File: config.mk
export PLATFORM = sky130hd
export DESIGN_NAME = script_token_lexer_unit
export DESIGN_NICKNAME = d
export VERILOG_FILES = /design/src/rtl/core/stl_pkg.sv /design/src/rtl/core/stl_front.sv /design/src/rtl/core/stl_queue.sv /design/src/rtl/core/stl_back.sv /design/src/rtl/core/script_token_lexer_unit.sv
export SDC_FILE = /design/constraint.sdc
export NUM_CORES = 1
export LEC_CHECK = 0
export ABC_AREA = 1
export BUFFER_PORTS_ARGS = -buffer_cell sky130_fd_sc_hd__buf_2
export CAP_MARGIN = 20
export CORE_MARGIN = 2
export CORE_UTILIZATION = 55
export CTS_CLUSTER_SIZE = 12
export DETAILED_ROUTE_END_ITERATION = 12
export PLACE_DENSITY_LB_ADDON = 0.08
export SYNTH_ARGS = -nofsm -noshare
export SYNTH_HDL_FRONTEND = slang
export SYNTH_SLANG_ARGS = --single-unit
File: constraint.sdc
create_clock -name i_clk -period 3.7 [get_ports i_clk]
set_clock_uncertainty 0.1 [all_clocks]
set_input_delay 0.74 -clock i_clk [delete_from_list [all_inputs] [get_ports i_clk]]
set_output_delay 0.74 -clock i_clk [all_outputs]
set_load 0.01 [all_outputs]
File: src/rtl/core/stl_pkg.sv
`default_nettype none
package stl_pkg;

    // token kinds
    localparam logic [2:0] K_IDENT  = 3'd0;
    localparam logic [2:0] K_NUMBER = 3'd1;
    localparam logic [2:0] K_STRING = 3'd2;
    localparam logic [2:0] K_OP     = 3'd3;
    localparam logic [2:0] K_DBL_OP = 3'd4;
    localparam logic [2:0] K_CTRL   = 3'd5;
    localparam logic [2:0] K_UNCL   = 3'd6;

    // special characters
    localparam logic [7:0] C_UNDER  = 8'h5F;
    localparam logic [7:0] C_DQUOTE = 8'h22;
    localparam logic [7:0] C_SQUOTE = 8'h27;
    localparam logic [7:0] C_BSLASH = 8'h5C;
    localparam logic [7:0] C_EQ     = 8'h3D;
    localparam logic [7:0] C_DOT    = 8'h2E;

    // queue between front and back
    localparam int QDEPTH = 4;
    localparam int QAW    = $clog2(QDEPTH);

    // lexer modes
    typedef enum logic [6:0] {
        M_IDLE   = 7'b0000001,
        M_IDENT  = 7'b0000010,
        M_NUMBER = 7'b0000100,
        M_STRING = 7'b0001000,
        M_OP     = 7'b0010000,
        M_DBL    = 7'b0100000,
        M_PREFIX = 7'b1000000
    } t_mode;

    // results of one item: optional end, optional char, optional end, in that order
    typedef struct packed {
        logic       end1_en;
        logic [2:0] end1_kind;
        logic       char_en;
        logic [7:0] char_val;
        logic       end2_en;
        logic [2:0] end2_kind;
    } t_entry;

    typedef struct packed {
        logic   valid;
        t_entry entry;
    } t_qword;

    function automatic logic f_is_alpha(input logic [7:0] c);
        return (c >= 8'h61 && c <= 8'h7A) || (c >= 8'h41 && c <= 8'h5A);
    endfunction

    function automatic logic f_is_digit(input logic [7:0] c);
        return c >= 8'h30 && c <= 8'h39;
    endfunction

    function automatic logic f_is_space(input logic [7:0] c);
        return c == 8'h20 || (c >= 8'h09 && c <= 8'h0D);
    endfunction

    function automatic logic f_is_dbl(input logic [7:0] c);
        return c == 8'h7C || c == 8'h26 || c == 8'h2B || c == 8'h2D;
    endfunction

    function automatic logic f_is_eq(input logic [7:0] c);
        return f_is_dbl(c) || c == 8'h3C || c == 8'h3E || c == 8'h21 || c == C_EQ
            || c == 8'h2A || c == 8'h2F;
    endfunction

    function automatic logic f_is_ctrl(input logic [7:0] c);
        return c == 8'h28 || c == 8'h29 || c == 8'h5B || c == 8'h5D || c == 8'h7B
            || c == 8'h7D || c == 8'h3B || c == 8'h2C || c == C_DOT;
    endfunction

endpackage
`default_nettype wire

File: src/rtl/core/stl_front.sv
`default_nettype none
module stl_front (
    input  wire logic           i_clk,
    input  wire logic           i_rst_n,
    input  wire logic           i_valid,
    output logic                o_ready,
    input  wire logic [7:0]     i_in_char,
    input  wire logic           i_end_of_text,
    input  wire logic           i_q_full,
    output stl_pkg::t_qword     o_push
);
    import stl_pkg::*;

    t_mode      r_mode, n_mode;
    logic [7:0] r_open, n_open;
    logic       r_esc, n_esc;
    t_entry     ent;
    logic       do_start;
    logic       accept;

    assign o_ready = !i_q_full;
    assign accept  = i_valid && !i_q_full;

    // next state and results of one transaction
    always_comb begin
        n_mode   = r_mode;
        n_open   = r_open;
        n_esc    = r_esc;
        ent      = '0;
        ent.char_val = i_in_char;
        do_start = 1'b0;
        if (i_end_of_text) begin
            ent.end1_en = 1'b1;
            case (r_mode)
                M_IDENT:  ent.end1_kind = K_IDENT;
                M_NUMBER: ent.end1_kind = K_NUMBER;
                M_STRING: ent.end1_kind = K_STRING;
                M_OP:     ent.end1_kind = K_OP;
                M_DBL:    ent.end1_kind = K_DBL_OP;
                M_PREFIX: ent.end1_kind = K_UNCL;
                default:  ent.end1_en   = 1'b0;
            endcase
            n_mode = M_IDLE;
            n_open = '0;
            n_esc  = 1'b0;
        end else begin
            case (r_mode)
                M_IDENT: begin
                    if (f_is_alpha(i_in_char) || f_is_digit(i_in_char)
                        || i_in_char == C_UNDER) begin
                        ent.char_en = 1'b1;
                    end else begin
                        ent.end1_en   = 1'b1;
                        ent.end1_kind = K_IDENT;
                        n_mode        = M_IDLE;
                        do_start      = 1'b1;
                    end
                end
                M_NUMBER: begin
                    if (f_is_digit(i_in_char) || i_in_char == C_DOT) begin
                        ent.char_en = 1'b1;
                    end else begin
                        ent.end1_en   = 1'b1;
                        ent.end1_kind = K_NUMBER;
                        n_mode        = M_IDLE;
                        do_start      = 1'b1;
                    end
                end
                M_STRING: begin
                    if (r_esc) begin
                        ent.char_en = 1'b1;
                        n_esc       = 1'b0;
                    end else if (i_in_char == C_BSLASH) begin
                        n_esc = 1'b1;
                    end else if (i_in_char == r_open) begin
                        ent.end1_en   = 1'b1;
                        ent.end1_kind = K_STRING;
                        n_mode        = M_IDLE;
                    end else begin
                        ent.char_en = 1'b1;
                    end
                end
                M_OP: begin
                    n_mode = M_IDLE;
                    if (i_in_char == C_EQ) begin
                        ent.char_en   = 1'b1;
                        ent.end2_en   = 1'b1;
                        ent.end2_kind = K_OP;
                    end else begin
                        ent.end1_en   = 1'b1;
                        ent.end1_kind = K_OP;
                        do_start      = 1'b1;
                    end
                end
                M_DBL: begin
                    n_mode = M_IDLE;
                    if (i_in_char == r_open) begin
                        ent.char_en   = 1'b1;
                        ent.end2_en   = 1'b1;
                        ent.end2_kind = K_DBL_OP;
                    end else begin
                        ent.end1_en   = 1'b1;
                        ent.end1_kind = K_DBL_OP;
                        do_start      = 1'b1;
                    end
                end
                default: begin
                    do_start = 1'b1;
                end
            endcase

            // character seen between tokens starts the next one
            if (do_start && !f_is_space(i_in_char)) begin
                ent.char_en = 1'b1;
                if (f_is_alpha(i_in_char) || i_in_char == C_UNDER) begin
                    n_mode = M_IDENT;
                end else if (f_is_digit(i_in_char)) begin
                    n_mode = M_NUMBER;
                end else if (i_in_char == C_DQUOTE || i_in_char == C_SQUOTE) begin
                    n_mode = M_STRING;
                    n_open = i_in_char;
                    n_esc  = 1'b0;
                end else if (f_is_dbl(i_in_char)) begin
                    n_mode = M_DBL;
                    n_open = i_in_char;
                end else if (f_is_eq(i_in_char)) begin
                    n_mode = M_OP;
                end else if (f_is_ctrl(i_in_char)) begin
                    ent.end2_en   = 1'b1;
                    ent.end2_kind = K_CTRL;
                    n_mode        = M_IDLE;
                end else begin
                    n_mode = M_PREFIX;
                end
            end
        end
    end

    // push only transactions that cause results
    assign o_push.valid = accept && (ent.end1_en || ent.char_en || ent.end2_en);
    assign o_push.entry = ent;

    // lexer state
    always_ff @(posedge i_clk) begin
        if (!i_rst_n) begin
            r_mode <= M_IDLE;
            r_open <= '0;
            r_esc  <= 1'b0;
        end else if (accept) begin
            r_mode <= n_mode;
            r_open <= n_open;
            r_esc  <= n_esc;
        end
    end

endmodule
`default_nettype wire

File: src/rtl/core/stl_queue.sv
`default_nettype none
module stl_queue (
    input  wire logic           i_clk,
    input  wire logic           i_rst_n,
    input  stl_pkg::t_qword     i_push,
    output logic                o_full,
    output stl_pkg::t_qword     o_head,
    input  wire logic           i_pop
);
    import stl_pkg::*;

    t_entry           r_mem [QDEPTH];
    logic [QAW-1:0]   r_wptr, r_rptr;
    logic [QAW:0]     r_count;
    logic             do_push, do_pop;

    assign o_full       = r_count == (QAW+1)'(QDEPTH);
    assign o_head.valid = r_count != '0;
    assign o_head.entry = r_mem[r_rptr];
    assign do_push      = i_push.valid && !o_full;
    assign do_pop       = i_pop && o_head.valid;

    // entry storage
    always_ff @(posedge i_clk) begin
        if (do_push) begin
            r_mem[r_wptr] <= i_push.entry;
        end
    end

    // pointers and fill level
    always_ff @(posedge i_clk) begin
        if (!i_rst_n) begin
            r_wptr  <= '0;
            r_rptr  <= '0;
            r_count <= '0;
        end else begin
            if (do_push) begin
                r_wptr <= r_wptr + 1'b1;
            end
            if (do_pop) begin
                r_rptr <= r_rptr + 1'b1;
            end
            if (do_push && !do_pop) begin
                r_count <= r_count + 1'b1;
            end else if (do_pop && !do_push) begin
                r_count <= r_count - 1'b1;
            end
        end
    end

endmodule
`default_nettype wire

File: src/rtl/core/stl_back.sv
`default_nettype none
module stl_back (
    input  wire logic           i_clk,
    input  wire logic           i_rst_n,
    input  stl_pkg::t_qword     i_head,
    output logic                o_pop,
    output logic                o_valid,
    input  wire logic           i_ready,
    output logic [7:0]          o_out_char,
    output logic                o_has_char,
    output logic                o_token_end,
    output logic [2:0]          o_token_kind,
    output logic                o_last
);
    import stl_pkg::*;

    logic [2:0] r_done;
    logic       r_valid;
    logic [7:0] r_char;
    logic       r_has_char;
    logic       r_token_end;
    logic [2:0] r_kind;
    logic       r_last;
    logic [2:0] rem, pick;
    logic       load, is_last;

    // pick the earliest result slot not yet sent
    always_comb begin
        rem     = {i_head.entry.end2_en, i_head.entry.char_en, i_head.entry.end1_en}
                  & ~r_done;
        pick    = rem & (~rem + 3'd1);
        is_last = (rem & ~pick) == 3'b000;
    end

    assign load  = i_head.valid && (!r_valid || i_ready);
    assign o_pop = load && is_last;

    // slot progress within the head entry
    always_ff @(posedge i_clk) begin
        if (!i_rst_n) begin
            r_done <= '0;
        end else if (load) begin
            r_done <= is_last ? 3'b000 : (r_done | pick);
        end
    end

    // output register
    always_ff @(posedge i_clk) begin
        if (!i_rst_n) begin
            r_valid <= 1'b0;
        end else if (load) begin
            r_valid <= 1'b1;
        end else if (i_ready) begin
            r_valid <= 1'b0;
        end
    end

    always_ff @(posedge i_clk) begin
        if (load) begin
            r_last      <= is_last;
            r_has_char  <= pick[1];
            r_token_end <= !pick[1];
            r_char      <= pick[1] ? i_head.entry.char_val : 8'h00;
            if (pick[0]) begin
                r_kind <= i_head.entry.end1_kind;
            end else if (pick[2]) begin
                r_kind <= i_head.entry.end2_kind;
            end else begin
                r_kind <= K_IDENT;
            end
        end
    end

    assign o_valid      = r_valid;
    assign o_out_char   = r_char;
    assign o_has_char   = r_has_char;
    assign o_token_end  = r_token_end;
    assign o_token_kind = r_kind;
    assign o_last       = r_last;

endmodule
`default_nettype wire

File: src/rtl/core/script_token_lexer_unit.sv
// Streaming tokenizer: one source byte per input transaction, results are lexeme
// characters and token-end marks with the token kind, one result per output
// transaction, with o_last on the final result of each input. An input is taken
// every cycle while the four-entry queue between the classifier and the result
// serializer has room; the serializer sends one result per cycle while the output
// is ready, so an input that causes two or three results holds its queue entry
// until the last of them is sent and the sustained input rate follows the output
// result rate (inputs with no result do not enter the queue). The first result is
// registered in the queue and then in the output register before it is offered.
`default_nettype none
module script_token_lexer_unit (
    input  wire logic       i_clk,
    input  wire logic       i_rst_n,
    input  wire logic       i_valid,
    output logic            o_ready,
    input  wire logic [7:0] i_in_char,
    input  wire logic       i_end_of_text,
    output logic            o_valid,
    input  wire logic       i_ready,
    output logic [7:0]      o_out_char,
    output logic            o_has_char,
    output logic            o_token_end,
    output logic [2:0]      o_token_kind,
    output logic            o_last
);
    import stl_pkg::*;

    t_qword push, head;
    logic   q_full, pop;

    // classifier and lexer state
    stl_front u_front (
        .i_clk         (i_clk),
        .i_rst_n       (i_rst_n),
        .i_valid       (i_valid),
        .o_ready       (o_ready),
        .i_in_char     (i_in_char),
        .i_end_of_text (i_end_of_text),
        .i_q_full      (q_full),
        .o_push        (push)
    );

    // result groups waiting for the serializer
    stl_queue u_queue (
        .i_clk   (i_clk),
        .i_rst_n (i_rst_n),
        .i_push  (push),
        .o_full  (q_full),
        .o_head  (head),
        .i_pop   (pop)
    );

    // one result per output transaction
    stl_back u_back (
        .i_clk        (i_clk),
        .i_rst_n      (i_rst_n),
        .i_head       (head),
        .o_pop        (pop),
        .o_valid      (o_valid),
        .i_ready      (i_ready),
        .o_out_char   (o_out_char),
        .o_has_char   (o_has_char),
        .o_token_end  (o_token_end),
        .o_token_kind (o_token_kind),
        .o_last       (o_last)
    );

endmodule
`default_nettype wire

Word-level counts from Yosys, hierarchy flattened
Memories as Yosys holds them, arrays and structs flattened. A register that Yosys moved wholly into a read port is not among the register bits.
Cells that the tools add are included.
Word-level totals
  bits of input ports: 13
  word-level logic and storage cells: 204
  flip-flop bits (word level): 41
  memory bits (writable): 68
  memories: 1
  output and inout bits: 16
Memory list
  u_queue.r_mem: depth 4, bits a word 17, read ports 1, clocked after memory_dff 1, write ports 1, RTL line stl_queue.sv:12  | t_entry r_mem [QDEPTH];
Cells by class
  reduce and logical (&&, ||, !) cells: 57
  bitwise logic cells: 7
  add/subtract/negate cells: 5
  magnitude comparators: 8
  equality and inequality tests: 39
  muxes and demuxes: 74
Operators with widths (count)
  $eq A8 B6 Y1 const B: 17
  $mux W7: 13
  $mux W4: 17
  $eq A8 B7 Y1 const B: 7
  $mux W8: 6
  $pmux W7 S4: 1
  $logic_or A1 B1 Y1: 27
  $mux W1: 25
  $pmux W5 S5: 1
  $ge A8 B7 Y1 const B: 2
  $le A8 B7 Y1 const B: 2
  $ne A4 B4 Y1 const B: 4
  $mux W3: 5
  $pmux W3 S5: 1
  $logic_and A1 B1 Y1: 13
  $and A3 B3 Y3: 3
  $not A3 Y3: 3
  $eq A8 B8 Y1: 1
  $ge A8 B4 Y1 const B: 1
  $ge A8 B6 Y1 const B: 1
  $le A8 B4 Y1 const B: 1
  $le A8 B6 Y1 const B: 1
  $pmux W4 S2: 1
  $eq A7 B2 Y1 const B: 1
  24 further kinds: 36

Longest topological paths before layout
Gate-level depths: netlist (run 1).
  depth after elaboration: 24
  gate-level depth with buffers: 22
  depth with buffers taken out: 21

Hierarchy
Synthesis (run 1) repeated with hierarchy kept, for this count alone.
Unflattened totals
  cells, all modules: 595
  area, all modules: 5554.1 um2
By module, submodules not included
  stl_queue: instances 1, sequential area each 2222.1 um2, area an instance 3080.5 um2, cells each 233
  stl_front: instances 1, sequential area each 320.3 um2, area an instance 1704.1 um2, cells each 286
  stl_back: instances 1, sequential area each 500.5 um2, area an instance 769.5 um2, cells each 76

Worst setup path before layout (run 1)
OpenSTA, ideal clock, no wires.
  path type: input to register
  from: input port i_in_char[3]
  to: register u_queue.r_count[2]
  arrival: 3157 ps
  required time: 3478 ps
  setup time: 122 ps
  path buffers: 1
  stages: 21
  slack: 321 ps
  path through: buf_2 nor2_1 nand2_1 nor2_1 nor2_1 nor2_2 nand3_1 nand2_1 nor2_2 nand2_4 nand3_1 nand3_1 nand2_1 inv_1 ha_1 inv_1 fa_1 a21oi_1 o21ai_0 o21ai_0 a21oi_1
Between the ends
  word-level cells in the longest chain between the ends: 23
  elaborated cells between the ends (all ways): 105
  classes of those cells: 8 x order compare; 25 x eq/ne; 34 x mux; 38 x reduce/logical
RTL lines
  start, declared: RTL line script_token_lexer_unit.sv:16  | input wire logic [7:0] i_in_char,
  $eq A8 B6 Y1 (tied with other cells): RTL line stl_pkg.sv:73  | return c == 8'h28 || c == 8'h29 || c == 8'h5B || c == 8'h5D || c == 8'h7B
  $logic_or A1 B1 Y1 (on tied branches) (3 in a row): RTL line stl_pkg.sv:73, stl_pkg.sv:64
  $logic_or A1 B1 Y1 (on tied branches): RTL line stl_pkg.sv:73, stl_pkg.sv:68
  $logic_or A1 B1 Y1 (on tied branches) (3 in a row): RTL line stl_pkg.sv:74, stl_pkg.sv:68
  $logic_or A1 B1 Y1 (on tied branches): RTL line stl_pkg.sv:74, stl_pkg.sv:69
  $mux W4 / $logic_or A1 B1 Y1 (equally long branches): RTL line stl_front.sv:128, stl_pkg.sv:69
  $mux W4: RTL line stl_front.sv:126  | end else if (f_is_eq(i_in_char)) begin
  $mux W4: RTL line stl_front.sv:123  | end else if (f_is_dbl(i_in_char)) begin
  [4 not listed]
  $mux W4: RTL line stl_front.sv:32  | if (i_end_of_text) begin
  $logic_or A1 B1 Y1 (*): RTL line stl_front.sv:140  | assign o_push.valid = accept && (ent.end1_en || ent.char_en || ent.end2_en);
  $logic_and A1 B1 Y1 (*): RTL line stl_front.sv:140
  $logic_and A1 B1 Y1 (*): RTL line stl_queue.sv:20  | assign do_push = i_push.valid && !o_full;
  via u_queue.do_push: RTL line stl_queue.sv:15  | logic do_push, do_pop;
  $logic_not A1 Y1: RTL line stl_queue.sv:45  | end else if (do_pop && !do_push) begin
  $logic_and A1 B1 Y1: RTL line stl_queue.sv:45
  $reduce_bool A2 Y1 (no line)
  end signal, assigned: RTL line stl_queue.sv:44  | r_count <= r_count + 1'b1;
  end signal, assigned: RTL line stl_queue.sv:46  | r_count <= r_count - 1'b1;
  end, declared: RTL line stl_queue.sv:14  | logic [QAW:0] r_count;
Mark *: on every way through the listed nets, which the timed path passes. The rest lies on a longest branch. The select of a mux whose other input is x is not followed.
A chain may end at the register's enable or synchronous reset.

Final worst setup path (run 1)
  from: register u_front.r_mode[0]
  to: register u_queue.r_count[2]
Between the ends
  word-level cells in the longest chain between the ends: 16
  elaborated cells between the ends (all ways): 33
  classes of those cells: 6 x eq/ne; 17 x mux; 10 x reduce/logical
RTL lines
  start, declared: RTL line stl_front.sv:14  | t_mode r_mode, n_mode;
  start signal, assigned: RTL line stl_front.sv:150  | r_mode <= n_mode;
  $eq A7 B6 Y1 / $eq A7 B5 Y1 (equally long branches): RTL line stl_front.sv:34, stl_front.sv:47
  $pmux W4 S2: RTL line stl_front.sv:47  | case (r_mode)
  $mux W4: RTL line stl_front.sv:128  | end else if (f_is_ctrl(i_in_char)) begin
  $mux W4: RTL line stl_front.sv:126
  $mux W4: RTL line stl_front.sv:123
  $mux W4: RTL line stl_front.sv:119  | end else if (i_in_char == C_DQUOTE || i_in_char == C_SQUOTE) begin
  $mux W4: RTL line stl_front.sv:117  | end else if (f_is_digit(i_in_char)) begin
  $mux W4: RTL line stl_front.sv:115  | if (f_is_alpha(i_in_char) || i_in_char == C_UNDER) begin
  $mux W4: RTL line stl_front.sv:113  | if (do_start && !f_is_space(i_in_char)) begin
  $mux W4: RTL line stl_front.sv:32
  $logic_or A1 B1 Y1 (*): RTL line stl_front.sv:140
  $logic_and A1 B1 Y1 (*): RTL line stl_front.sv:140
  $logic_and A1 B1 Y1 (*): RTL line stl_queue.sv:20
  via u_queue.do_push: RTL line stl_queue.sv:15
  $logic_not A1 Y1: RTL line stl_queue.sv:45
  $logic_and A1 B1 Y1: RTL line stl_queue.sv:45
  $reduce_bool A2 Y1 (no line)
Marks and branches as above.

==> impl_metrics.prom, run 1 <==
# TYPE chip_impl_metric gauge
chip_impl_metric{name="post_drt_wl_per_cell",unit="um"} 15.4
chip_impl_metric{name="synthesized_area",unit="sq um"} 5210
chip_impl_info{name="synth_top_family_by_area",value="simple AND/OR/NAND/NOR gates"} 1
chip_impl_info{name="busiest_layer",value="met2"} 1
chip_impl_metric{name="power.static_leakage",unit="nW"} 2.23
chip_impl_metric{name="drv.max_cap_violation_count",unit=""} 0
chip_impl_metric{name="compound_gate_fraction_of_synth_area",unit="%"} 11.2
chip_impl_metric{name="chipHeight",unit="um"} 101
chip_impl_metric{name="route.vias.total",unit=""} 3912
chip_impl_info{name="layout_commonest_cell",value="sky130_fd_sc_hd__nand2_1"} 1
chip_impl_metric{name="tritoncts.num_buffers",unit=""} 9
chip_impl_metric{name="antenna_found_initial",unit=""} 0
chip_impl_metric{name="ys_seq_elements",unit=""} 111
chip_impl_info{name="cp-start-kind",value="flip-flop"} 1
chip_impl_info{name="cts.root.buffer_cell",value="sky130_fd_sc_hd__clkbuf_8"} 1
chip_impl_metric{name="switching_share",unit="%"} 36.2
chip_impl_metric{name="groute.layer.met1.usage",unit="%"} 32.2
chip_impl_metric{name="yosysUniqueCellTypes",unit=""} 38
chip_impl_metric{name="yosys-mux-area-fraction",unit="%"} 0
chip_impl_metric{name="core-area",unit="sq um"} 9200
chip_impl_metric{name="grt_util_met3",unit="%"} 3.66
chip_impl_metric{name="setup_viols_final",unit=""} 0
chip_impl_metric{name="timing.hold.worst_path_depth",unit=""} 2
chip_impl_metric{name="power_frac_seq",unit="%"} 47.7
chip_impl_metric{name="clock_tree.buffer_depth",unit=""} 2
chip_impl_metric{name="achievable-frequency",unit="MHz"} 304
chip_impl_metric{name="tns",unit="ns"} 0
chip_impl_metric{name="die_area",unit="sq um"} 10300
chip_impl_metric{name="dr.first_iter.drc_count",unit=""} 177
chip_impl_info{name="tritoncts",value="built"} 1
chip_impl_metric{name="wp_data_arrival",unit="ns"} 3.45
chip_impl_metric{name="placedCellCount",unit=""} 701
chip_impl_metric{name="yosysWarningCount",unit=""} 0
chip_impl_metric{name="clkTransAtPathRegs",unit="ns"} 0.11
chip_impl_metric{name="global_route.usage.total",unit="%"} 22.8
chip_impl_metric{name="grt_first_pass_wirelength",unit="um"} 17900
chip_impl_metric{name="synth-seq-area-share",unit="%"} 58.4
chip_impl_metric{name="numPortBuffers",unit=""} 28
chip_impl_metric{name="mappedNetlistNets",unit=""} 587
chip_impl_info{name="layout_common_cells",value="sky130_fd_sc_hd__nand2_1 (101), sky130_fd_sc_hd__nor2_1 (99), sky130_fd_sc_hd__edfxtp_1 (82), sky130_fd_sc_hd__inv_1 (60), sky130_fd_sc_hd__o21ai_0 (46)"} 1
chip_impl_metric{name="detail_route.drc_violations",unit=""} 0
chip_impl_metric{name="htree_num_levels",unit=""} 3
chip_impl_metric{name="timing.max_slew.rel_slack",unit="%"} 58.6
chip_impl_metric{name="powerDensity",unit="nW/um^2"} 605
chip_impl_metric{name="period_share",unit="%"} 88.8
chip_impl_metric{name="core.rowCount",unit=""} 35
chip_impl_metric{name="cts_num_sinks",unit=""} 111
chip_impl_metric{name="antenna_left",unit=""} 0
chip_impl_metric{name="routed_wl",unit="um"} 11000
chip_impl_metric{name="floorplan.die.width",unit="um"} 101
chip_impl_metric{name="grt.met2_usage",unit="%"} 37.5
chip_impl_metric{name="ioPinCount",unit=""} 29
chip_impl_metric{name="drive_gt1_share",unit="%"} 12.5
chip_impl_metric{name="crit_fanout",unit=""} 5
chip_impl_metric{name="yosys.area_share.simple",unit="%"} 22.0
chip_impl_info{name="critical_path.endpoint_type",value="flip-flop"} 1
chip_impl_metric{name="drt_pass_1_iters",unit=""} 6
chip_impl_metric{name="filler_cell_count",unit=""} 782
chip_impl_metric{name="hpwlAfterDp",unit="um"} 7540
chip_impl_info{name="hold_path.class",value="flip-flop to flip-flop"} 1
chip_impl_metric{name="yosys.area_share.xor_xnor",unit="%"} 0.673
chip_impl_metric{name="worst-endpoint-required",unit="ns"} 3.86
chip_impl_metric{name="power.combinational.fraction",unit="%"} 32.1
chip_impl_info{name="run_status",value="finished clean"} 1
chip_impl_metric{name="place_congestion",unit=""} 0.925
chip_impl_info{name="rsz0062_at_grt",value="false"} 1
chip_impl_metric{name="power.clock.fraction",unit="%"} 20.1
chip_impl_metric{name="viasPerCell",unit=""} 5.46
chip_impl_metric{name="initial_cell_density_of_the_core",unit="%"} 56.6
chip_impl_info{name="worstSetupPathType",value="flip-flop to flip-flop"} 1
chip_impl_metric{name="net_switching_power",unit="W"} 0.00125
chip_impl_metric{name="worstMarginPinSlew",unit="ns"} 0.620
chip_impl_metric{name="synthAdderAreaFrac",unit="%"} 1.59
chip_impl_metric{name="post-cts-setup-buffer-count",unit=""} 0
chip_impl_metric{name="fin_cells",unit=""} 717
chip_impl_metric{name="grt_pass1_vias",unit=""} 3534
chip_impl_metric{name="cts_resized",unit=""} 0
chip_impl_metric{name="grt.overflow.total",unit=""} 0
chip_impl_metric{name="clock_insertion_delay_worst_skew",unit="ns"} 0.37
chip_impl_metric{name="reg2regPathDepth",unit=""} 18
chip_impl_metric{name="drv_slew",unit=""} 0
chip_impl_metric{name="finalHoldViolCount",unit=""} 0
chip_impl_metric{name="mapped_cells",unit=""} 568
chip_impl_metric{name="reg2reg_setup_slack",unit="ns"} 0.41
chip_impl_metric{name="period_minus_slack",unit="ns"} 3.29
chip_impl_metric{name="antenna_cells",unit=""} 0
chip_impl_metric{name="irDropWorstVdd",unit="mV"} 0.256
chip_impl_metric{name="ctsHoldBuffers",unit=""} 0
chip_impl_metric{name="synthToLayoutAreaGrowth",unit="%"} 9.30
chip_impl_metric{name="mean_cell_area_of_the_mapped_netlist",unit="sq um"} 9.17
chip_impl_metric{name="finish.net_count",unit=""} 620
chip_impl_metric{name="cell_internal_pwr",unit="W"} 0.00220
chip_impl_metric{name="largest_net_degree_at_the_start_of_global_routing",unit=""} 33
registers in the layout, indices dropped and copies added (netlist names), named ones only:
| signal | flops |
|---|---|
| u_back.r_done | 3 |
| u_front.r_open | 8 |
| u_front.r_mode | 7 |
| u_back.o_valid | 1 |
| u_back.o_last | 1 |
| u_back.o_has_char | 1 |
| u_queue.r_rptr | 2 |
| u_queue.r_wptr | 2 |
| u_back.o_out_char | 8 |
| u_front.r_esc | 1 |
| u_back.o_token_end | 1 |
| u_back.o_token_kind | 3 |
| u_queue.r_mem | 68 |
| u_queue.r_count | 3 |
metrics by stage:
step | power [W] | setup slack, ns | area, sq um | hold slack, ns | util (%)
after floorplan | 0.00243 | 0.321 | 5210 | 0.328 | -
after global placement | 0.00277 | 0.175 | 5500 | 0.342 | 59.8
after detailed placement | 0.00279 | 0.119 | 5500 | 0.354 | 59.8
after CTS | 0.00348 | 0.416 | 5690 | 0.370 | 61.9
after global routing | 0.00369 | 0.0938 | 5690 | 0.396 | 61.9
final | 0.00344 | 0.415 | 5690 | 0.368 | 61.9
kinds of logic (layout without fill, tap and decap cells):
group	after synthesis	after routing
flops	111	111
simple gates	261	261
buf+inv	81	119
compound gates	105	105
xor+xnor	4	4
fa+ha+maj	6	6
layout make-up:
cell class	instances	area (sq um)	share of cell area, %
clock buffer	9	124	2.18
clock inverter	7	66.3	1.17
inverter	64	245	4.31
multi-input combinational	376	1850	32.5
sequential	111	3040	53.5
tap	111	139	2.44
timing repair buffer	39	223	3.91
synthesized netlist by cell type (all sizes together):
cell type,n,area [sq um]
clkbuf,12,46.3
o2111ai,1,8.76
nand4,11,68.8
inv,63,241
xnor2,4,35.0
a31oi,3,18.8
or2,1,6.26
nor4,1,6.26
dfxtp,29,581
o21ai,48,251
a21boi,1,7.51
o22ai,7,43.8
buf,5,27.5
o211ai,4,30.0
nand2,107,435
clkinv,1,3.75
a21oi,38,194
nor3,5,30.0
a32o,3,30.0
edfxtp,82,2460
fa,1,20.0
ha,5,62.6
nor2,103,397
nand3,33,200
routing by layer:
layer / up-vias / routed length (um) / part of all wire, %
met5: - / 0 / 0
met2: 121 / 5130 / 47
met1: 1801 / 5200 / 47
li1: 1982 / - / -
met4: 0 / 84 / 0.76
met3: 8 / 596 / 5.4
final timing paths:
path                                        start                  to
worst max-delay path            u_front.r_mode[0]  u_queue.r_count[2]
worst min-delay path            u_front.r_open[7]   u_front.r_open[7]
worst max register to register  u_front.r_mode[0]  u_queue.r_count[2]
worst min register to register  u_front.r_open[7]   u_front.r_open[7]
power groups by stage:
stage               combinational [W]  clock (W)  sequential [W]
floorplan                    0.000715          0         0.00172
global placement              0.00110          0         0.00167
detailed placement            0.00112          0         0.00167
CTS                           0.00112   0.000709         0.00165
global route                  0.00126   0.000760         0.00166
finish                        0.00111   0.000694         0.00164
worst max-delay path, cell delays in order (launching register included):
cell and delay, ns:
sky130_fd_sc_hd__dfxtp_1 0.34, sky130_fd_sc_hd__nor2_1 0.20, sky130_fd_sc_hd__nand2_1 0.13, sky130_fd_sc_hd__nor3_1 0.41
sky130_fd_sc_hd__inv_1 0.12, sky130_fd_sc_hd__nand4_1 0.20, sky130_fd_sc_hd__inv_1 0.08, sky130_fd_sc_hd__nor2_1 0.08
sky130_fd_sc_hd__o21ai_0 0.13, sky130_fd_sc_hd__nand3_1 0.12, sky130_fd_sc_hd__nand2_1 0.11, sky130_fd_sc_hd__inv_1 0.09
sky130_fd_sc_hd__ha_1 0.13, sky130_fd_sc_hd__inv_1 0.07, sky130_fd_sc_hd__fa_1 0.44, sky130_fd_sc_hd__a21oi_1 0.14
sky130_fd_sc_hd__o21ai_0 0.11, sky130_fd_sc_hd__o21ai_0 0.16, sky130_fd_sc_hd__a21oi_1 0.05
No activity file was read; power rests on OpenSTA's default activity.
==> run 2, diff against run 1 <==
--- a/config.mk
+++ b/config.mk
@@ -5,13 +5,13 @@
 export SDC_FILE = /design/constraint.sdc
 export NUM_CORES = 1
 export LEC_CHECK = 0
-export ABC_AREA = 1
 export BUFFER_PORTS_ARGS = -buffer_cell sky130_fd_sc_hd__buf_2
 export CAP_MARGIN = 20
 export CORE_MARGIN = 2
 export CORE_UTILIZATION = 55
 export CTS_CLUSTER_SIZE = 12
 export DETAILED_ROUTE_END_ITERATION = 12
+export HOLD_SLACK_MARGIN = 0.15
 export PLACE_DENSITY_LB_ADDON = 0.08
 export SYNTH_ARGS = -nofsm -noshare
 export SYNTH_HDL_FRONTEND = slang
==> impl_metrics.prom, run 2 <==
# TYPE chip_impl_metric gauge
chip_impl_info{name="critical_path.endpoint_type",value="flip-flop"} 1
chip_impl_info{name="largest_register",value="u_queue.r_mem"} 1
chip_impl_metric{name="mapped_cells",unit=""} 389
chip_impl_info{name="tritoncts",value="built"} 1
chip_impl_metric{name="cp_num_buf_inv",unit=""} 1
chip_impl_info{name="cell_chain_of_the_critical_path",value="or3_1 > or4b_4 > a21oi_2 > nand4bb_2 > o32ai_4 > a31oi_2 > o21a_1 > ha_4 > inv_1 > fa_2 > xor2_1 > or3_1 > a21oi_1"} 1
chip_impl_metric{name="synth-seq-area-share",unit="%"} 60.8
chip_impl_metric{name="ioPinCount",unit=""} 29
chip_impl_metric{name="finalHoldViolCount",unit=""} 0
chip_impl_info{name="hold_path.class",value="flip-flop to flip-flop"} 1
chip_impl_metric{name="synthAdderAreaFrac",unit="%"} 1.85
chip_impl_metric{name="dr.first_iter.drc_count",unit=""} 201
chip_impl_info{name="synth.cells.most_frequent",value="sky130_fd_sc_hd__edfxtp_1 (82), sky130_fd_sc_hd__nand2_1 (32), sky130_fd_sc_hd__dfxtp_1 (29)"} 1
chip_impl_metric{name="yosysWarningCount",unit=""} 0
chip_impl_metric{name="mappedNetlistNets",unit=""} 408
chip_impl_metric{name="irDropWorstVdd",unit="mV"} 0.511
chip_impl_info{name="rsz0062_at_grt",value="false"} 1
chip_impl_metric{name="worst-endpoint-required",unit="ns"} 3.90
chip_impl_info{name="worstSetupPathType",value="flip-flop to flip-flop"} 1
chip_impl_metric{name="largest_net_degree_at_the_start_of_global_routing",unit=""} 24
chip_impl_metric{name="floorplan.die.width",unit="um"} 99.4
chip_impl_metric{name="grt.overflow.total",unit=""} 0
chip_impl_metric{name="powerDensity",unit="nW/um^2"} 542
chip_impl_metric{name="hpwlAfterDp",unit="um"} 7020
chip_impl_metric{name="chipHeight",unit="um"} 99.4
chip_impl_metric{name="dpl_worst_slack",unit="ns"} -0.0807
chip_impl_metric{name="wp_data_arrival",unit="ns"} 3.64
chip_impl_metric{name="ys_seq_elements",unit=""} 111
chip_impl_metric{name="dr_wl_met3",unit="um"} 477
chip_impl_metric{name="antenna_found_initial",unit=""} 0
chip_impl_metric{name="worst_path_largest_cell_delay",unit="ns"} 0.54
chip_impl_metric{name="core.rowCount",unit=""} 34
chip_impl_info{name="cpMostUsedCell",value="sky130_fd_sc_hd__or3_1"} 1
chip_impl_info{name="synth_area_leaders",value="sky130_fd_sc_hd__edfxtp_1 (49%), sky130_fd_sc_hd__dfxtp_1 (12%), sky130_fd_sc_hd__mux4_2 (7.6%)"} 1
chip_impl_metric{name="met1Wirelength",unit="um"} 4610
chip_impl_metric{name="power.static_leakage",unit="nW"} 2.07
chip_impl_metric{name="timing.max_slew.rel_slack",unit="%"} 58.7
chip_impl_metric{name="finish.net_count",unit=""} 460
chip_impl_metric{name="antenna_left",unit=""} 0
chip_impl_metric{name="ctsHoldBuffers",unit=""} 0
chip_impl_metric{name="tritoncts.num_buffers",unit=""} 9
chip_impl_metric{name="synth_top_area_share",unit="%"} 49.2
chip_impl_metric{name="drv_slew",unit=""} 0
chip_impl_metric{name="detail_route.drc_violations",unit=""} 0
chip_impl_metric{name="placedInstanceArea",unit="sq um"} 5540
chip_impl_metric{name="compound_gate_fraction_of_synth_area",unit="%"} 9.18
chip_impl_metric{name="synth_enable_flop_cells",unit=""} 82
chip_impl_metric{name="routed_wl",unit="um"} 9830
chip_impl_metric{name="synthToLayoutAreaGrowth",unit="%"} 14.7
chip_impl_metric{name="post_drt_wl_per_cell",unit="um"} 17.7
chip_impl_metric{name="grt_first_pass_wirelength",unit="um"} 16200
chip_impl_info{name="top_signal_layer_used",value="met4"} 1
chip_impl_metric{name="drt_pass_1_iters",unit=""} 5
chip_impl_metric{name="final.hold.worst_slack",unit="ns"} 0.383
chip_impl_info{name="layout_commonest_cell",value="sky130_fd_sc_hd__edfxtp_1"} 1
chip_impl_metric{name="htree_num_levels",unit=""} 3
chip_impl_metric{name="numPortBuffers",unit=""} 28
chip_impl_metric{name="synthesized_area",unit="sq um"} 5000
chip_impl_info{name="critical-path-slowest-cell",value="sky130_fd_sc_hd__or4b_4"} 1
chip_impl_info{name="cp-start-kind",value="flip-flop"} 1
chip_impl_metric{name="drive_gt1_share",unit="%"} 24.9
chip_impl_metric{name="viasPerCell",unit=""} 5.95
chip_impl_info{name="ys.flop_type",value="sky130_fd_sc_hd__edfxtp_1"} 1
chip_impl_metric{name="global_route.usage.total",unit="%"} 21.6
chip_impl_info{name="kind_of_cell_adding_the_most_delay_to_the_critical_path",value="simple AND/OR/NAND/NOR gates"} 1
chip_impl_metric{name="initial_cell_density_of_the_core",unit="%"} 57.1
chip_impl_metric{name="grt_pass1_vias",unit=""} 3169
chip_impl_metric{name="antenna_cells",unit=""} 0
chip_impl_metric{name="period_share",unit="%"} 92.9
chip_impl_metric{name="mean_cell_area_of_the_mapped_netlist",unit="sq um"} 12.9
chip_impl_metric{name="cts_num_sinks",unit=""} 111
chip_impl_metric{name="setup_viols_final",unit=""} 0
chip_impl_metric{name="achievable-frequency",unit="MHz"} 291
chip_impl_metric{name="synth-async-reset-ratio",unit="%"} 0
chip_impl_metric{name="yosys.area_share.simple",unit="%"} 14.8
chip_impl_metric{name="period_minus_slack",unit="ns"} 3.44
chip_impl_metric{name="final_cell_area",unit="sq um"} 5740
chip_impl_metric{name="route.vias.total",unit=""} 3299
chip_impl_metric{name="yosysUniqueCellTypes",unit=""} 60
chip_impl_metric{name="worst_slack",unit="ns"} 0.263
chip_impl_metric{name="cts_resized",unit=""} 0
chip_impl_metric{name="yosys-mux-area-fraction",unit="%"} 8.48
chip_impl_metric{name="post-cts-setup-buffer-count",unit=""} 0
chip_impl_metric{name="largest_register_ff_count",unit=""} 68
chip_impl_info{name="post-synth-top-count-cell",value="sky130_fd_sc_hd__edfxtp_1"} 1
chip_impl_metric{name="clkTransAtPathRegs",unit="ns"} 0.11
chip_impl_metric{name="crit_fanout",unit=""} 5
chip_impl_metric{name="clock_insertion_delay_worst_skew",unit="ns"} 0.38
chip_impl_metric{name="drv.max_cap_violation_count",unit=""} 0
chip_impl_metric{name="reg2reg_setup_slack",unit="ns"} 0.26
chip_impl_info{name="run_status",value="finished clean"} 1
chip_impl_info{name="cts.root.buffer_cell",value="sky130_fd_sc_hd__clkbuf_8"} 1
chip_impl_metric{name="tns",unit="ns"} 0
chip_impl_metric{name="place_congestion",unit=""} 0.912
chip_impl_metric{name="die_area",unit="sq um"} 9880
chip_impl_metric{name="wl_met2",unit="um"} 4600
chip_impl_metric{name="core-area",unit="sq um"} 8760
chip_impl_info{name="layout_common_cells",value="sky130_fd_sc_hd__edfxtp_1 (82), sky130_fd_sc_hd__nand2_1 (32), sky130_fd_sc_hd__buf_4 (30), sky130_fd_sc_hd__dfxtp_1 (29), sky130_fd_sc_hd__buf_2 (28)"} 1
chip_impl_metric{name="worstMarginPinSlew",unit="ns"} 0.616
chip_impl_metric{name="yosys.area_share.xor_xnor",unit="%"} 2.45
chip_impl_metric{name="clock_tree.buffer_depth",unit=""} 2
chip_impl_info{name="synth_top_family_by_area",value="simple AND/OR/NAND/NOR gates"} 1
chip_impl_info{name="synth_top_cell_by_area",value="sky130_fd_sc_hd__edfxtp_1"} 1
-- run 2: changes by cell type after synthesis, moves of 18 or more --
cell                      before  now
sky130_fd_sc_hd__nand2_1     101   32
sky130_fd_sc_hd__o21ai_0      46   12
sky130_fd_sc_hd__nor2_1       99   26
sky130_fd_sc_hd__inv_1        60   12
sky130_fd_sc_hd__nand3_1      29   11
sky130_fd_sc_hd__a21oi_1      37   16
-- run 2: area by class of cell --
type | count | area (sq um)
flip-flops and latches | 111 | 3040
fillers | 649 | 3020
multi-input cells | 246 | 1890
repair buffers | 61 | 425
clock buffers | 10 | 138
well taps | 108 | 135
clock inverters | 6 | 61.3
inverters | 12 | 45.0
-- run 2: cells by family (layout without fill, tap and decap cells) --
logic type,Yosys count,in the layout
XOR/XNOR,14,14
adder cells (fa/ha/maj),7,7
AND/OR/NAND/NOR,137,137
multiplexers,21,21
AO/OA/AOI/OAI,67,67
buffers and inverters,32,89
flip-flops,111,111
-- run 2: worst min-delay path: cells and delay by family (launching register included) --
kind	cells	cell delay, ns
DFF	1	0.34
and+or+nand+nor	1	0.06
AOI/OAI and AO/OA	1	0.05
-- run 2: report_power, final --
part           switching, W  internal, W  total (W)
Combinational      0.000451     0.000350   0.000801
Sequential        0.0000642      0.00154    0.00160
Clock              0.000432     0.000280   0.000712
-- run 2: final timing paths --
kind                     start                 end  depth (start not counted)
max          u_front.r_mode[2]  u_queue.r_count[2]                         13
min          u_front.r_open[6]   u_front.r_open[6]                          2
max reg2reg  u_front.r_mode[2]  u_queue.r_count[2]                         13
min reg2reg  u_front.r_open[6]   u_front.r_open[6]                          2
-- run 2: routing by layer --
metal / vias to the layer above / track usage [%]
li1: 1573 / -
met5: - / 0
met3: 11 / 4.29
met1: 1631 / 30.6
met4: 0 / 6.74
met2: 84 / 34.0
-- run 2: through the flow --
step	total power, W	util [%]	cells
2_1_floorplan	0.00216	-	389
3_3_place_gp	0.00242	63.2	538
3_5_place_dp	0.00244	63.2	538
4_1_cts	0.00315	65.5	554
5_1_grt	0.00329	65.5	554
6_report	0.00311	65.5	554
==> run 3, diff against run 2 <==
==> constraint.sdc (replaced) <==
create_clock -name i_clk -period 3.93 [get_ports i_clk]
set_clock_uncertainty 0.1 [all_clocks]
set_input_delay 0.786 -clock i_clk [delete_from_list [all_inputs] [get_ports i_clk]]
set_output_delay 0.786 -clock i_clk [all_outputs]
set_load 0.01 [all_outputs]
==> impl_metrics.prom, run 3 (synthesis gave the netlist of run 2 again) <==
# TYPE chip_impl_metric gauge
chip_impl_metric{name="net_switching_power",unit="W"} 0.000872
chip_impl_metric{name="viasPerCell",unit=""} 5.86
chip_impl_metric{name="timing.hold.worst_path_depth",unit=""} 2
chip_impl_metric{name="power.combinational.fraction",unit="%"} 24.9
chip_impl_metric{name="antenna_found_initial",unit=""} 0
chip_impl_info{name="critical_hold_path_startpoint",value="u_front.r_open[4]"} 1
chip_impl_metric{name="drive_gt1_share",unit="%"} 22.5
chip_impl_metric{name="setup_viols_final",unit=""} 0
chip_impl_metric{name="antenna_cells",unit=""} 0
chip_impl_metric{name="ctsHoldBuffers",unit=""} 0
chip_impl_metric{name="post_drt_wl_per_cell",unit="um"} 18.0
chip_impl_metric{name="cts_resized",unit=""} 0
chip_impl_metric{name="powerDensity",unit="nW/um^2"} 512
chip_impl_metric{name="cp_num_buf_inv",unit=""} 2
chip_impl_metric{name="worst_path_largest_cell_delay",unit="ns"} 0.57
chip_impl_metric{name="largest_net_degree_at_the_start_of_global_routing",unit=""} 21
chip_impl_info{name="critical_path.endpoint_type",value="flip-flop"} 1
chip_impl_metric{name="core-area",unit="sq um"} 8760
chip_impl_metric{name="multi_input_comb_area",unit="sq um"} 1850
chip_impl_metric{name="antenna_left",unit=""} 0
chip_impl_metric{name="achievable-frequency",unit="MHz"} 275
chip_impl_info{name="layout_common_cells",value="sky130_fd_sc_hd__edfxtp_1 (82), sky130_fd_sc_hd__nand2_1 (32), sky130_fd_sc_hd__dfxtp_1 (29), sky130_fd_sc_hd__buf_2 (28), sky130_fd_sc_hd__buf_4 (27)"} 1
chip_impl_metric{name="clock_tree.buffer_depth",unit=""} 2
chip_impl_metric{name="power.static_leakage",unit="nW"} 2.02
chip_impl_metric{name="grt_pass1_vias",unit=""} 3118
chip_impl_metric{name="clkTransAtPathRegs",unit="ns"} 0.11
chip_impl_metric{name="dr.first_iter.drc_count",unit=""} 176
chip_impl_metric{name="grt_util_met3",unit="%"} 3.65
chip_impl_metric{name="finish.net_count",unit=""} 454
chip_impl_metric{name="wp_data_arrival",unit="ns"} 3.84
chip_impl_metric{name="cell_internal_pwr",unit="W"} 0.00200
chip_impl_metric{name="floorplan.die.width",unit="um"} 99.4
chip_impl_info{name="cp-start-kind",value="input port"} 1
chip_impl_metric{name="filler_cell_count",unit=""} 676
chip_impl_metric{name="switching_share",unit="%"} 30.4
chip_impl_metric{name="detail_route.drc_violations",unit=""} 0
chip_impl_metric{name="period_minus_slack",unit="ns"} 3.64
chip_impl_metric{name="power_frac_seq",unit="%"} 52.7
chip_impl_metric{name="tritoncts.num_buffers",unit=""} 9
chip_impl_metric{name="chipHeight",unit="um"} 99.4
chip_impl_metric{name="crit_fanout",unit=""} 4
chip_impl_info{name="rsz0062_at_grt",value="false"} 1
chip_impl_metric{name="initial_cell_density_of_the_core",unit="%"} 57.1
chip_impl_info{name="tritoncts",value="built"} 1
chip_impl_metric{name="timing.max_slew.rel_slack",unit="%"} 43.9
chip_impl_metric{name="placedCellCount",unit=""} 532
chip_impl_metric{name="drv.max_cap_violation_count",unit=""} 0
chip_impl_metric{name="post-cts-setup-buffer-count",unit=""} 0
chip_impl_metric{name="ioPinCount",unit=""} 29
chip_impl_metric{name="cts_num_sinks",unit=""} 111
chip_impl_info{name="cell_chain_of_the_critical_path",value="buf_2 > or4_1 > o211ai_1 > o211ai_1 > nand4bb_2 > o32ai_2 > a31oi_1 > o21a_1 > ha_1 > inv_1 > fa_1 > xor2_1 > or3_1 > a21oi_1"} 1
chip_impl_metric{name="drv_slew",unit=""} 0
chip_impl_metric{name="routed_wl",unit="um"} 9870
chip_impl_metric{name="grt.overflow.total",unit=""} 0
chip_impl_info{name="layout_commonest_cell",value="sky130_fd_sc_hd__edfxtp_1"} 1
chip_impl_info{name="busiest_layer",value="met2"} 1
chip_impl_info{name="worstSetupPathType",value="input port to flip-flop"} 1
chip_impl_metric{name="irDropWorstVdd",unit="mV"} 0.430
chip_impl_info{name="min_delay_worst_endpoint",value="u_front.r_open[4]"} 1
chip_impl_metric{name="global_route.usage.total",unit="%"} 20.7
chip_impl_metric{name="grt_first_pass_wirelength",unit="um"} 15600
chip_impl_metric{name="reg2regPathDepth",unit=""} 13
chip_impl_metric{name="hpwlAfterDp",unit="um"} 7060
chip_impl_info{name="rr_endpoint",value="u_queue.r_count[2]"} 1
chip_impl_metric{name="core.rowCount",unit=""} 34
chip_impl_metric{name="htree_num_levels",unit=""} 3
chip_impl_metric{name="die_area",unit="sq um"} 9880
chip_impl_metric{name="groute.layer.met1.usage",unit="%"} 28.5
chip_impl_metric{name="grt.met2_usage",unit="%"} 33.7
chip_impl_metric{name="synthToLayoutAreaGrowth",unit="%"} 11.9
chip_impl_metric{name="period_share",unit="%"} 92.5
chip_impl_metric{name="fin_cells",unit=""} 548
chip_impl_info{name="cpMostUsedCell",value="sky130_fd_sc_hd__o211ai_1"} 1
chip_impl_metric{name="power.clock.fraction",unit="%"} 22.4
chip_impl_info{name="cts.root.buffer_cell",value="sky130_fd_sc_hd__clkbuf_8"} 1
chip_impl_info{name="startpoint_of_the_lowest_slack_register_to_register_path",value="u_front.r_mode[3]"} 1
chip_impl_metric{name="clock_insertion_delay_worst_skew",unit="ns"} 0.37
chip_impl_metric{name="worstMarginPinSlew",unit="ns"} 0.841
chip_impl_metric{name="largest_register_ff_count",unit=""} 68
chip_impl_metric{name="tns",unit="ns"} 0
chip_impl_info{name="run_status",value="finished clean"} 1
chip_impl_info{name="hold_path.class",value="flip-flop to flip-flop"} 1
chip_impl_metric{name="layout.area.seq",unit="sq um"} 3040
chip_impl_metric{name="place_congestion",unit=""} 0.878
chip_impl_metric{name="numPortBuffers",unit=""} 28
chip_impl_metric{name="reg2reg_setup_slack",unit="ns"} 0.38
chip_impl_metric{name="drt_pass_1_iters",unit=""} 4
chip_impl_metric{name="finalHoldViolCount",unit=""} 0
chip_impl_metric{name="total_power",unit="W"} 0.00287
chip_impl_metric{name="route.vias.total",unit=""} 3212
chip_impl_info{name="largest_register",value="u_queue.r_mem"} 1
chip_impl_metric{name="worst-endpoint-required",unit="ns"} 4.13
chip_impl_info{name="kind_of_cell_adding_the_most_delay_to_the_critical_path",value="simple AND/OR/NAND/NOR gates"} 1
chip_impl_info{name="critical-path-slowest-cell",value="sky130_fd_sc_hd__or4_1"} 1
==> run 3: worst min-delay path: stages, from the launching register on <==
cell                      delay, ns
sky130_fd_sc_hd__dfxtp_1       0.34
sky130_fd_sc_hd__nand2_1       0.06
sky130_fd_sc_hd__a21oi_1       0.05
==> run 3: per-layer routing <==
layer  part of all wire [%]  routed length, um
met4                    1.3                126
met5                      0                  0
met1                     47               4640
met2                     47               4640
met3                    4.6                459
==> run 3: metrics by stage <==
step | util [%] | hold slack (ns) | cell area, sq um | worst slack (ns)
global route | 63.9 | 0.401 | 5600 | 0.131
CTS | 63.9 | 0.384 | 5600 | 0.337
floorplan | - | 0.328 | 5010 | 0.00536
global placement | 61.8 | 0.338 | 5420 | 0.0614
finish | 63.9 | 0.381 | 5600 | 0.293
detailed placement | 61.8 | 0.369 | 5420 | -0.0230
==> run 3: worst max path at each step <==
stage                 start            endpoint  slack, ns  cells after the start
5_1_grt        i_in_char[1]  u_queue.r_count[2]       0.13                     14
2_1_floorplan  i_in_char[3]  u_queue.r_count[2]      0.005                     15
6_report       i_in_char[1]  u_queue.r_count[2]       0.29                     14
3_3_place_gp   i_in_char[1]  u_queue.r_count[2]       0.06                     14
3_5_place_dp   i_in_char[1]  u_queue.r_count[2]      -0.02                     14
4_1_cts        i_in_char[1]  u_queue.r_count[2]       0.34                     14
==> run 3: power groups by stage <==
stage               clock network [W]  logic [W]  registers (W)
global placement                    0   0.000705        0.00154
CTS                          0.000653   0.000721        0.00151
floorplan                           0   0.000450        0.00157
global route                 0.000688   0.000789        0.00153
detailed placement                  0   0.000717        0.00154
finish                       0.000642   0.000715        0.00151
==> run 3: cell type report <==
| class | count | share of cell area, % |
|---|---|---|
| flip-flops and latches | 111 | 54.3 |
| multi-input cells | 246 | 33.1 |
| repair buffers | 55 | 6.12 |
| well taps | 108 | 2.41 |
| clock buffers | 10 | 2.28 |
| clock inverters | 6 | 0.983 |
| inverters | 12 | 0.804 |
